### config.mk
export PLATFORM = sky130hd
export DESIGN_NAME = tfs_sqdist
export DESIGN_NICKNAME = d
export VERILOG_FILES = /design/src/rtl/core/tfs_pkg.sv /design/src/rtl/core/tfs_sqdist.sv
export SDC_FILE = /design/constraint.sdc
export NUM_CORES = 1
export LEC_CHECK = 0
export BUFFER_PORTS_ARGS = -buffer_cell sky130_fd_sc_hd__buf_2
export CORE_MARGIN = 1
export CORE_UTILIZATION = 65
export CTS_CLUSTER_DIAMETER = 120
export CTS_CLUSTER_SIZE = 24
export DETAILED_ROUTE_END_ITERATION = 7
export GPL_ROUTABILITY_DRIVEN = 0
export PLACE_DENSITY = 0.91
export SLEW_MARGIN = 10
export SYNTH_ARGS = -nofsm -noshare
export SYNTH_HDL_FRONTEND = slang
export SYNTH_SLANG_ARGS = --single-unit
### constraint.sdc
create_clock -name clk -period 8.15 [get_ports clk]
set_input_delay 0.815 -clock clk [delete_from_list [all_inputs] [get_ports clk]]
set_output_delay 0.815 -clock clk [all_outputs]
set_load 0.01 [all_outputs]
### src/rtl/core/tfs_pkg.sv
`timescale 1ns / 1ps
// ----------------------------------------------------------------------------
// tfs_pkg
// Shared widths, codes and types of the trajectory similarity block.
// ----------------------------------------------------------------------------
package tfs_pkg;

  localparam int MAX_POINTS_DEF = 256;

  localparam int COORD_W = 16;
  localparam int PT_W    = 2 * COORD_W;  // packed {x, y}
  localparam int DIST_W  = 34;           // squared distance
  localparam int TOL_W   = 15;
  localparam int TOL2_W  = 2 * TOL_W;
  localparam int SIM_W   = 17;
  localparam int STAT_W  = 2;
  localparam int PADDR_W = 3;
  localparam int PDATA_W = 32;
  localparam int ACC_W   = DIST_W + 1;   // divide / root working width
  localparam int Q_W     = 32;

  localparam logic [SIM_W-1:0] SIM_ONE = 17'd65536;

  // Result status codes
  localparam logic [STAT_W-1:0] STAT_OK    = 2'd0;
  localparam logic [STAT_W-1:0] STAT_EMPTY = 2'd1;
  localparam logic [STAT_W-1:0] STAT_OVF   = 2'd2;

  // Register map
  localparam logic [PADDR_W-1:0] ADDR_MATCH_TOL = 3'd0;

  // Control of the shared divide / square-root unit
  typedef struct packed {
    logic go;
    logic is_sqrt;
  } ds_ctl_t;

endpackage

### src/rtl/core/tfs_sqdist.sv
`timescale 1ns / 1ps
// ----------------------------------------------------------------------------
// tfs_sqdist
// Two-stage squared Euclidean distance: absolute deltas, then squares.
// ----------------------------------------------------------------------------
module tfs_sqdist (
  input  logic                                clk,
  input  logic signed [tfs_pkg::COORD_W-1:0]  ax,
  input  logic signed [tfs_pkg::COORD_W-1:0]  ay,
  input  logic signed [tfs_pkg::COORD_W-1:0]  bx,
  input  logic signed [tfs_pkg::COORD_W-1:0]  by,
  output logic [tfs_pkg::DIST_W-1:0]          dist2
);

  localparam int CW = tfs_pkg::COORD_W;

  logic signed [CW:0] diff_x, diff_y;
  logic [CW-1:0]      dx, dy;
  logic [2*CW-1:0]    sq_x, sq_y;

  assign diff_x = {ax[CW-1], ax} - {bx[CW-1], bx};
  assign diff_y = {ay[CW-1], ay} - {by[CW-1], by};

  // stage 1: magnitudes fit in CW bits unsigned
  always_ff @(posedge clk) begin
    dx <= diff_x[CW] ? CW'(-diff_x) : diff_x[CW-1:0];
    dy <= diff_y[CW] ? CW'(-diff_y) : diff_y[CW-1:0];
  end

  // stage 2: squares
  always_ff @(posedge clk) begin
    sq_x <= dx * dx;
    sq_y <= dy * dy;
  end

  assign dist2 = tfs_pkg::DIST_W'(sq_x) + tfs_pkg::DIST_W'(sq_y);

endmodule

==> run summary <==
Detailed routing inserted a total of 15562 vias. The starting density of the core is 66.5%, and the register area share after synthesis is 9.50%. Dominant cell type by area after synthesis: fa_1. The repair_antennas step left the layout with diodes totalling 0. In this run the number of H-tree levels came out at 3. Entering global routing, the biggest net connects 21 pins. No sink is reached through more buffers than the 2 on the longest clock path.

The HPWL after detailed placement is 36200 µm. The net count after synthesis is 2917, and the overflow left after global routing is 0. Setup violations remaining at the end of the flow were counted as 0. The count of maximum capacitance violations was 0; the number of nets at the end of the flow was 2977. In the synthesized netlist the async set-or-reset flop fraction comes to 0%. TritonCTS created 9 clock buffers. In this run the worst path has a maximum fanout of 20. In this run, post-CTS repair resized a total of 0 instances. The tools report the number of global-route vias before repair as 17136. Yosys printed 0 warnings. By count the netlist is led by inv_1, fa_1, ha_1.

Among all flip-flop cells after synthesis, the most frequent one is dfxtp_1. The nature of the critical path endpoint was a flop. The netlist area before placement is 19800 µm², and the antenna violation net count after detailed routing is 0.

Buffers inserted to repair hold after CTS numbered 0. The floorplan has 63 rows. The logs give 43900 µm for the routed wire length and 2053 for the fill cell total of the finished layout. In the synthesized netlist, the number of instances is 2261. The number of hold violations in the final report is 0.

Clock-pin slew was measured on the worst setup and hold paths at 80 ps. The worst setup path is of the flop to flop kind. The proportion of netlist area held by the largest area contributor works out to 33.0%. For this design the top-level I/O count stands at 99. Type of the worst min-delay path: flop to flop. In this run the tool buffered the top-level ports with 97 buffer cells. The share of final-layout standard cells stronger than drive strength 1 is 6.15%, and the placeable core region is 29800 µm².

The area overhead of the layout relative to synthesis is 5.68%, and the average size of a mapped cell is 8.76 µm². Remaining routing DRC violations: 0. Initial antenna violation count: 0. The die covers 31200 µm². The number of distinct library cells after synthesis is 72.

Derived from the worst setup path, the maximum achievable clock frequency is 140 MHz. The die extent in x was 177 µm; the total routing usage reported by global routing was 30.5%. Data on the critical path arrives at its endpoint at 7390 ps. Final hold analysis gives a worst-case slack of 583 ps. Clock tree synthesis found a total of 94 sinks. Synthesis inferred 94 register bits. The most frequently used cell type in the post-synthesis netlist is inv_1. After clock tree synthesis, the setup repair step added 0 buffers. After synthesis, the cell types taking the most area are fa_1, ha_1, inv_1. The via count normalized by instance count came out at 5.73.

Counting flops with a built-in enable in the synthesized netlist gives 0. The number of iterations in the first detailed-routing pass is 5, and the number of pins with negative max-slew slack in the final report is 0. Dividing the detail-routed wire length by the instance count gives 16.2 µm.

Setup repair after global routing left no endpoint under its margin. The slew at the pin closest to its max-slew limit is 927 ps, and the overall die height is 177 µm. Worst max-slew margin expressed relative to the limit: 37.4%. After layout, the worst path uses 87.6% of the clock period.

The tree is rooted in a clkbuf_16. The clock period could shrink to 7140 ps. The insertion delay to the later sink of the worst-skew pair came out at 370 ps. STA classifies the critical path startpoint as a flop. The run finished with clean final reports. Setup total negative slack on the finished layout was measured at 0 ps. TritonCTS built the clock tree. For the worst setup path, the data required time is 8400 ps.

The first routing iteration left 1181 violations. The wire length of the first global-routing pass was 76100 µm. The setup clock skew after layout was 16.3 ps.
-- metrics by stage --
stage / setup WS [ps] / util [%] / instance area, µm² / instances
finish: 1010 / 70.2 / 20900 / 2716
global route: 694 / 70.2 / 20900 / 2716
CTS: 1150 / 70.2 / 20900 / 2716
detailed placement: 1280 / 69.1 / 20600 / 2700
global placement: 1490 / 69.1 / 20600 / 2700
floorplan: 1920 / - / 19800 / 2261
-- metal layers --
metal,GRT usage [%],wire length [µm]
met5,0,0
met4,13.2,1730
met3,4.44,2780
met2,55.1,22600
met1,35.8,16800
-- cell usage in the layout (no fill, tap or decap), drive strengths merged, types with 11 or more instances in the layout --
cell and n:
o211ai 12, nand2b 14, inv 565, buf 98, fa 326, or3 12, nor2b 27, xor2 47
dfxtp 94, and3 13, a211oi 14, nor2 97, ha 265, nor3 17, o21a 21, nand3 15
xnor2 95, clkbuf 11, and2 86, a21o 36, a21oi 81, o21ai 51, nand2 198
-- critical path, stage by stage (launching register included) --
cell and delay [ps]:
dfxtp_1 740, nand2_1 200, fa_1 580, inv_1 50, fa_1 520, inv_1 50
fa_1 390, inv_1 80, fa_1 460, fa_1 540, inv_1 50, fa_1 470
inv_1 40, ha_1 350, o21a_1 200, a21oi_1 230, a31oi_1 180, o41ai_1 790
o31ai_1 240, a221o_1 430, a221oi_1 310, xnor2_1 120
-- cell families after synthesis --
group	share of synthesized area [%]
DFF	9.50
adders and majority gates	49.7
muxes	0.486
and+or+nand+nor	12.8
xor gates and xnor gates	6.28
AOI/OAI and AO/OA	9.51
buffers and inverters	11.7
other	0.0189
-- state kept, by name (all words and copies together) (netlist names) --
signal,cells
sq_x,31
dy,16
sq_y,31
dx,16
-- final timing paths --
path	startpoint	endpoint	slack [ps]	cells past startpoint
max	dx[1]	sq_x[31]	1010	21
min	dx[0]	sq_x[0]	580	0
max reg2reg	dx[1]	sq_x[31]	1010	21
min reg2reg	dx[0]	sq_x[0]	580	0
-- area by class of cell --
cell class	instances	area, µm²	area share (%)
Clock buffer	11	253	1.21
Timing Repair Buffer	98	493	2.36
Tap cell	390	488	2.33
Sequential cell	94	1880	8.99
Multi-Input combinational cell	1553	15600	74.6
Inverter	565	2120	10.1
Clock inverter	5	81.3	0.389
Power is not shown: default switching activity piles up to over one toggle a cycle in this logic, so the estimate is an artifact.
