**config.mk**
```make
export PLATFORM = sky130hd
export DESIGN_NAME = tfs_divsqrt
export DESIGN_NICKNAME = d
export VERILOG_FILES = /design/src/rtl/core/tfs_pkg.sv /design/src/rtl/core/tfs_divsqrt.sv
export SDC_FILE = /design/constraint.sdc
export NUM_CORES = 1
export LEC_CHECK = 0
export BUFFER_PORTS_ARGS = -buffer_cell sky130_fd_sc_hd__buf_2
export CORE_MARGIN = 2
export CORE_UTILIZATION = 56
export CTS_CLUSTER_SIZE = 25
export DETAILED_ROUTE_END_ITERATION = 7
export MAX_ROUTING_LAYER = met4
export PLACE_DENSITY = 0.78
export SYNTH_ARGS = -nofsm -noshare
export SYNTH_HDL_FRONTEND = slang
export SYNTH_SLANG_ARGS = --single-unit
export TNS_END_PERCENT = 20
```
**constraint.sdc**
```tcl
create_clock -name clk -period 5.88 [get_ports clk]
set_clock_uncertainty 0.2 [all_clocks]
set_input_delay 1.176 -clock clk [delete_from_list [all_inputs] [get_ports clk]]
set_output_delay 1.176 -clock clk [all_outputs]
set_load 0.02 [all_outputs]
```
**src/rtl/core/tfs_pkg.sv**
```systemverilog
`timescale 1ns / 1ps
// ----------------------------------------------------------------------------
// tfs_pkg
// Shared widths, codes and types of the trajectory similarity block.
// ----------------------------------------------------------------------------
package tfs_pkg;

  localparam int MAX_POINTS_DEF = 256;

  localparam int COORD_W = 16;
  localparam int PT_W    = 2 * COORD_W;  // packed {x, y}
  localparam int DIST_W  = 34;           // squared distance
  localparam int TOL_W   = 15;
  localparam int TOL2_W  = 2 * TOL_W;
  localparam int SIM_W   = 17;
  localparam int STAT_W  = 2;
  localparam int PADDR_W = 3;
  localparam int PDATA_W = 32;
  localparam int ACC_W   = DIST_W + 1;   // divide / root working width
  localparam int Q_W     = 32;

  localparam logic [SIM_W-1:0] SIM_ONE = 17'd65536;

  // Result status codes
  localparam logic [STAT_W-1:0] STAT_OK    = 2'd0;
  localparam logic [STAT_W-1:0] STAT_EMPTY = 2'd1;
  localparam logic [STAT_W-1:0] STAT_OVF   = 2'd2;

  // Register map
  localparam logic [PADDR_W-1:0] ADDR_MATCH_TOL = 3'd0;

  // Control of the shared divide / square-root unit
  typedef struct packed {
    logic go;
    logic is_sqrt;
  } ds_ctl_t;

endpackage

```
**src/rtl/core/tfs_divsqrt.sv**
```systemverilog
`timescale 1ns / 1ps
// ----------------------------------------------------------------------------
// tfs_divsqrt
// Iterative unit: fractional divide (32 quotient bits) or integer square root
// (17 root bits), one bit per cycle.
// ----------------------------------------------------------------------------
module tfs_divsqrt (
  input  logic                          clk,
  input  logic                          rst,
  input  tfs_pkg::ds_ctl_t              ctl,
  input  logic [tfs_pkg::DIST_W-1:0]    a,      // dividend or radicand
  input  logic [tfs_pkg::DIST_W-1:0]    b,      // divisor
  output logic                          done,
  output logic [tfs_pkg::Q_W-1:0]       result
);

  localparam int AW = tfs_pkg::ACC_W;
  localparam logic [AW-1:0] SQ_BIT0  = AW'(1) << (tfs_pkg::DIST_W - 2);
  localparam logic [AW-1:0] DIV_BIT0 = AW'(1) << (tfs_pkg::Q_W - 1);

  logic                        busy;
  logic                        sqrt_mode;
  logic [AW-1:0]               rem;
  logic [AW-1:0]               acc;
  logic [AW-1:0]               bitv;
  logic [tfs_pkg::DIST_W-1:0]  den;
  logic [AW-1:0]               trial;
  logic [AW-1:0]               rem2;

  assign trial  = acc + bitv;
  assign rem2   = {rem[AW-2:0], 1'b0};
  assign result = acc[tfs_pkg::Q_W-1:0];

  // control
  always_ff @(posedge clk) begin
    if (rst) begin
      busy <= 1'b0;
      done <= 1'b0;
    end else begin
      done <= 1'b0;
      if (ctl.go) begin
        busy <= 1'b1;
      end else if (busy && bitv == AW'(1)) begin
        busy <= 1'b0;
        done <= 1'b1;
      end
    end
  end

  // datapath
  always_ff @(posedge clk) begin
    if (ctl.go) begin
      sqrt_mode <= ctl.is_sqrt;
      rem       <= AW'(a);
      den       <= b;
      acc       <= '0;
      bitv      <= ctl.is_sqrt ? SQ_BIT0 : DIV_BIT0;
    end else if (busy) begin
      if (sqrt_mode) begin
        // restoring root: one result bit per step
        if (rem >= trial) begin
          rem <= rem - trial;
          acc <= (acc >> 1) + bitv;
        end else begin
          acc <= acc >> 1;
        end
        bitv <= bitv >> 2;
      end else begin
        // restoring division of a fraction below one
        if (rem2 >= AW'(den)) begin
          rem <= rem2 - AW'(den);
          acc <= {acc[AW-2:0], 1'b1};
        end else begin
          rem <= rem2;
          acc <= {acc[AW-2:0], 1'b0};
        end
        bitv <= bitv >> 1;
      end
    end
  end

endmodule

```
==> impl_results.md <==
* Status: completed
* Drt first pass iters at 7
* #FFs+latches synth at 140
* Die area at 0.0254 mm2
* Vias in the first global route at 12100
* CP endpoint kind: register
* Largest net degree at the start of global routing at 135
* Slew headroom at 0.143
* VDD IR max at 0.209 mV
* GPL Wtd Cong at 0.951
* DRT iter0 DRCs at 961
* Via density at 6.21
* Vias at 12600
* Worst-path fanout max at 11
* Total placed instance area at 0.0142 mm2
* Mapped Area at 0.0135 mm2
* Slew @ Worst Pin at 1280 ps
* Min-Delay Path Class: reg2reg
* Clock Root Buffer: clkbuf_16
* TritonCTS clock tree: built
* Final Hold Fails at 0
* Final setup vio count at 0
* Buffers added on ports at 104
* Post-synth top flop: edfxtp_1
* F_max at 181 MHz
* Power, Total at 6.16 mW
* WHS at 300 ps
* Design Area, Final at 0.0151 mm2
* Post-route clock period utilization at 0.941
* Row count at 56
* Worst EP arrival at 5620 ps
* Most frequent cells after synthesis: 161 x nand2_1, 145 x a21oi_1, 135 x ha_1
* Max Transition Viols Final at 0
* H-Tree Depth at 4
* Final Core Density at 0.640
* Core area at 0.0236 mm2
* Post-synth EDFFs at 102
* DP Wirelength at 27500 um
* Largest area contributor in the synthesized netlist: edfxtp_1
* Dpl ws at 75.4 ps
* Clk buf depth at 2
* Yosys cell types at 79
* Most common cell in the synthesized netlist: nand2_1
* Syn Area/Cell at 8.31 um2
* Synthesis-to-layout area growth at 11.5%
* Yosys top cell area share at 0.226
* Overflow after GRT at 0
* Clock-pin slew on the worst setup and hold paths at 70 ps
* Critical path startpoint category: register
* Yosys warns at 0
* Antenna Violating Nets Remaining at 0
* Worst setup margin at 346 ps
* Final WL at 38300 um
* Synth top area cells: edfxtp_1 23%, ha_1 12%, dfxtp_1 5.6%
* Gr usage total at 0.302
* Clock latency on the worst-skew pair at 430 ps
* Register area share after synthesis at 0.282
* Leak at 6.74 nW
* Mapped Cells at 1629
* # IOs at 105
* Initial antenna violation count at 0
* Power Dens Cells at 408 mW/mm2
* Die Y-Extent at 159 um
* Starting Density at 0.573
* Clk sinks at 140
* Crit path time final at 5530 ps
* WP data required at 5970 ps
* Ant diodes at 0
* Max Cap Viol at 0
* Final layout net count at 1907
* Crit Path Class: reg2reg
* Wire per inst at 18.9 um
* Layout cells sized above 1 at 0.130
* First-pass GRT wire length at 60800 um
* Die width at 159 um
* Drt drc at 0
* Num CTS Buffers at 17
* Asr flop ratio synth at 0
* Syn nets at 1840
[routing by layer]
layer,vias up,part of all wire,global-route usage
met4,0,0.024,0.0979
met1,5985,0.44,0.386
li1,6116,-,-
met2,416,0.48,0.499
met3,78,0.057,0.0352
met5,-,0,-
[registers in the layout (all words and copies together), names as in the netlist]
name and flops:
acc 35, rem 35, den 34, bitv 33, busy 1, done 1, sqrt_mode 1
[cell usage in the layout (no fill, tap or decap), drive strengths merged, types with 6 or more instances in the layout]
| master | n |
|---|---|
| a211oi | 24 |
| a21boi | 6 |
| a21o | 68 |
| a21oi | 145 |
| a221oi | 6 |
| a311oi | 6 |
| a31oi | 21 |
| and2 | 9 |
| and3 | 18 |
| buf | 142 |
| clkbuf | 21 |
| dfxtp | 38 |
| edfxtp | 102 |
| ha | 135 |
| inv | 83 |
| mux2i | 44 |
| nand2 | 161 |
| nand2b | 24 |
| nand3 | 26 |
| nand4 | 18 |
| nor2 | 120 |
| nor2b | 25 |
| nor3 | 27 |
| nor4 | 8 |
| o211ai | 30 |
| o21a | 20 |
| o21ai | 144 |
| o21bai | 19 |
| o22ai | 6 |
| o311ai | 7 |
| or2 | 6 |
| xnor2 | 62 |
| xor2 | 53 |
[worst paths after layout]
path              startpoint       to  slack [ps]  depth (start not counted)
setup / recovery    bitv[14]  acc[21]         350                         23
hold reg to reg       acc[0]   acc[0]         300                          2
setup reg to reg    bitv[14]  acc[21]         350                         23
hold / removal        acc[0]   acc[0]         300                          2
[final cells by class]
| cell class | count | area (um2) |
|---|---|---|
| flip-flops and latches | 140 | 3820 |
| clock buffers | 19 | 433 |
| multi-input cells | 1313 | 9050 |
| well taps | 319 | 399 |
| clock inverters | 13 | 164 |
| fillers | 2099 | 8510 |
| repair buffers | 144 | 933 |
| inverters | 80 | 300 |
[cells by family after synthesis]
family                     share of synthesized area
AOI/OAI and AO/OA                              0.260
xor gates and xnor gates                      0.0744
adders and majority gates                      0.131
buffers and inverters                         0.0591
DFF                                            0.282
muxes                                         0.0334
and+or+nand+nor                                0.160
[where the power goes]
part,switching [mW],internal (mW)
sequential,0.182,1.25
combinational,2.05,1.53
clock,0.470,0.671
[timing repair]
action                     4_1_cts  5_1_grt
pin swaps                        0        5
setup buffers                    0       10
setup endpoints to repair        2       76
cloned                           0        2
hold buffers                     0        0
gates resized for setup          2       31
[metrics by stage]
stage          TNS (ps)  std cells
2_1_floorplan         0       1629
3_3_place_gp          0       1984
3_5_place_dp          0       1984
4_1_cts               0       2016
5_1_grt           -1.51       2028
6_report              0       2028
[worst max-delay path, cell delays in order, from the launching register on]
cell and delay [ps]:
edfxtp_1 480, ha_2 450, o211ai_1 100, a21boi_1 230
nand4_1 150, a2111oi_2 370, buf_4 190, o311ai_2 170
o21ai_0 280, a21oi_2 110, nor2b_2 160, nor2b_1 80
o21bai_1 150, xnor2_1 150, ha_1 330, a21o_1 220
a21oi_1 280, o311ai_2 180, o221ai_4 360, buf_12 200
mux2i_1 190, nor2_1 70, a21oi_2 180, a211oi_2 100
Power figures use the tool's default switching activity.
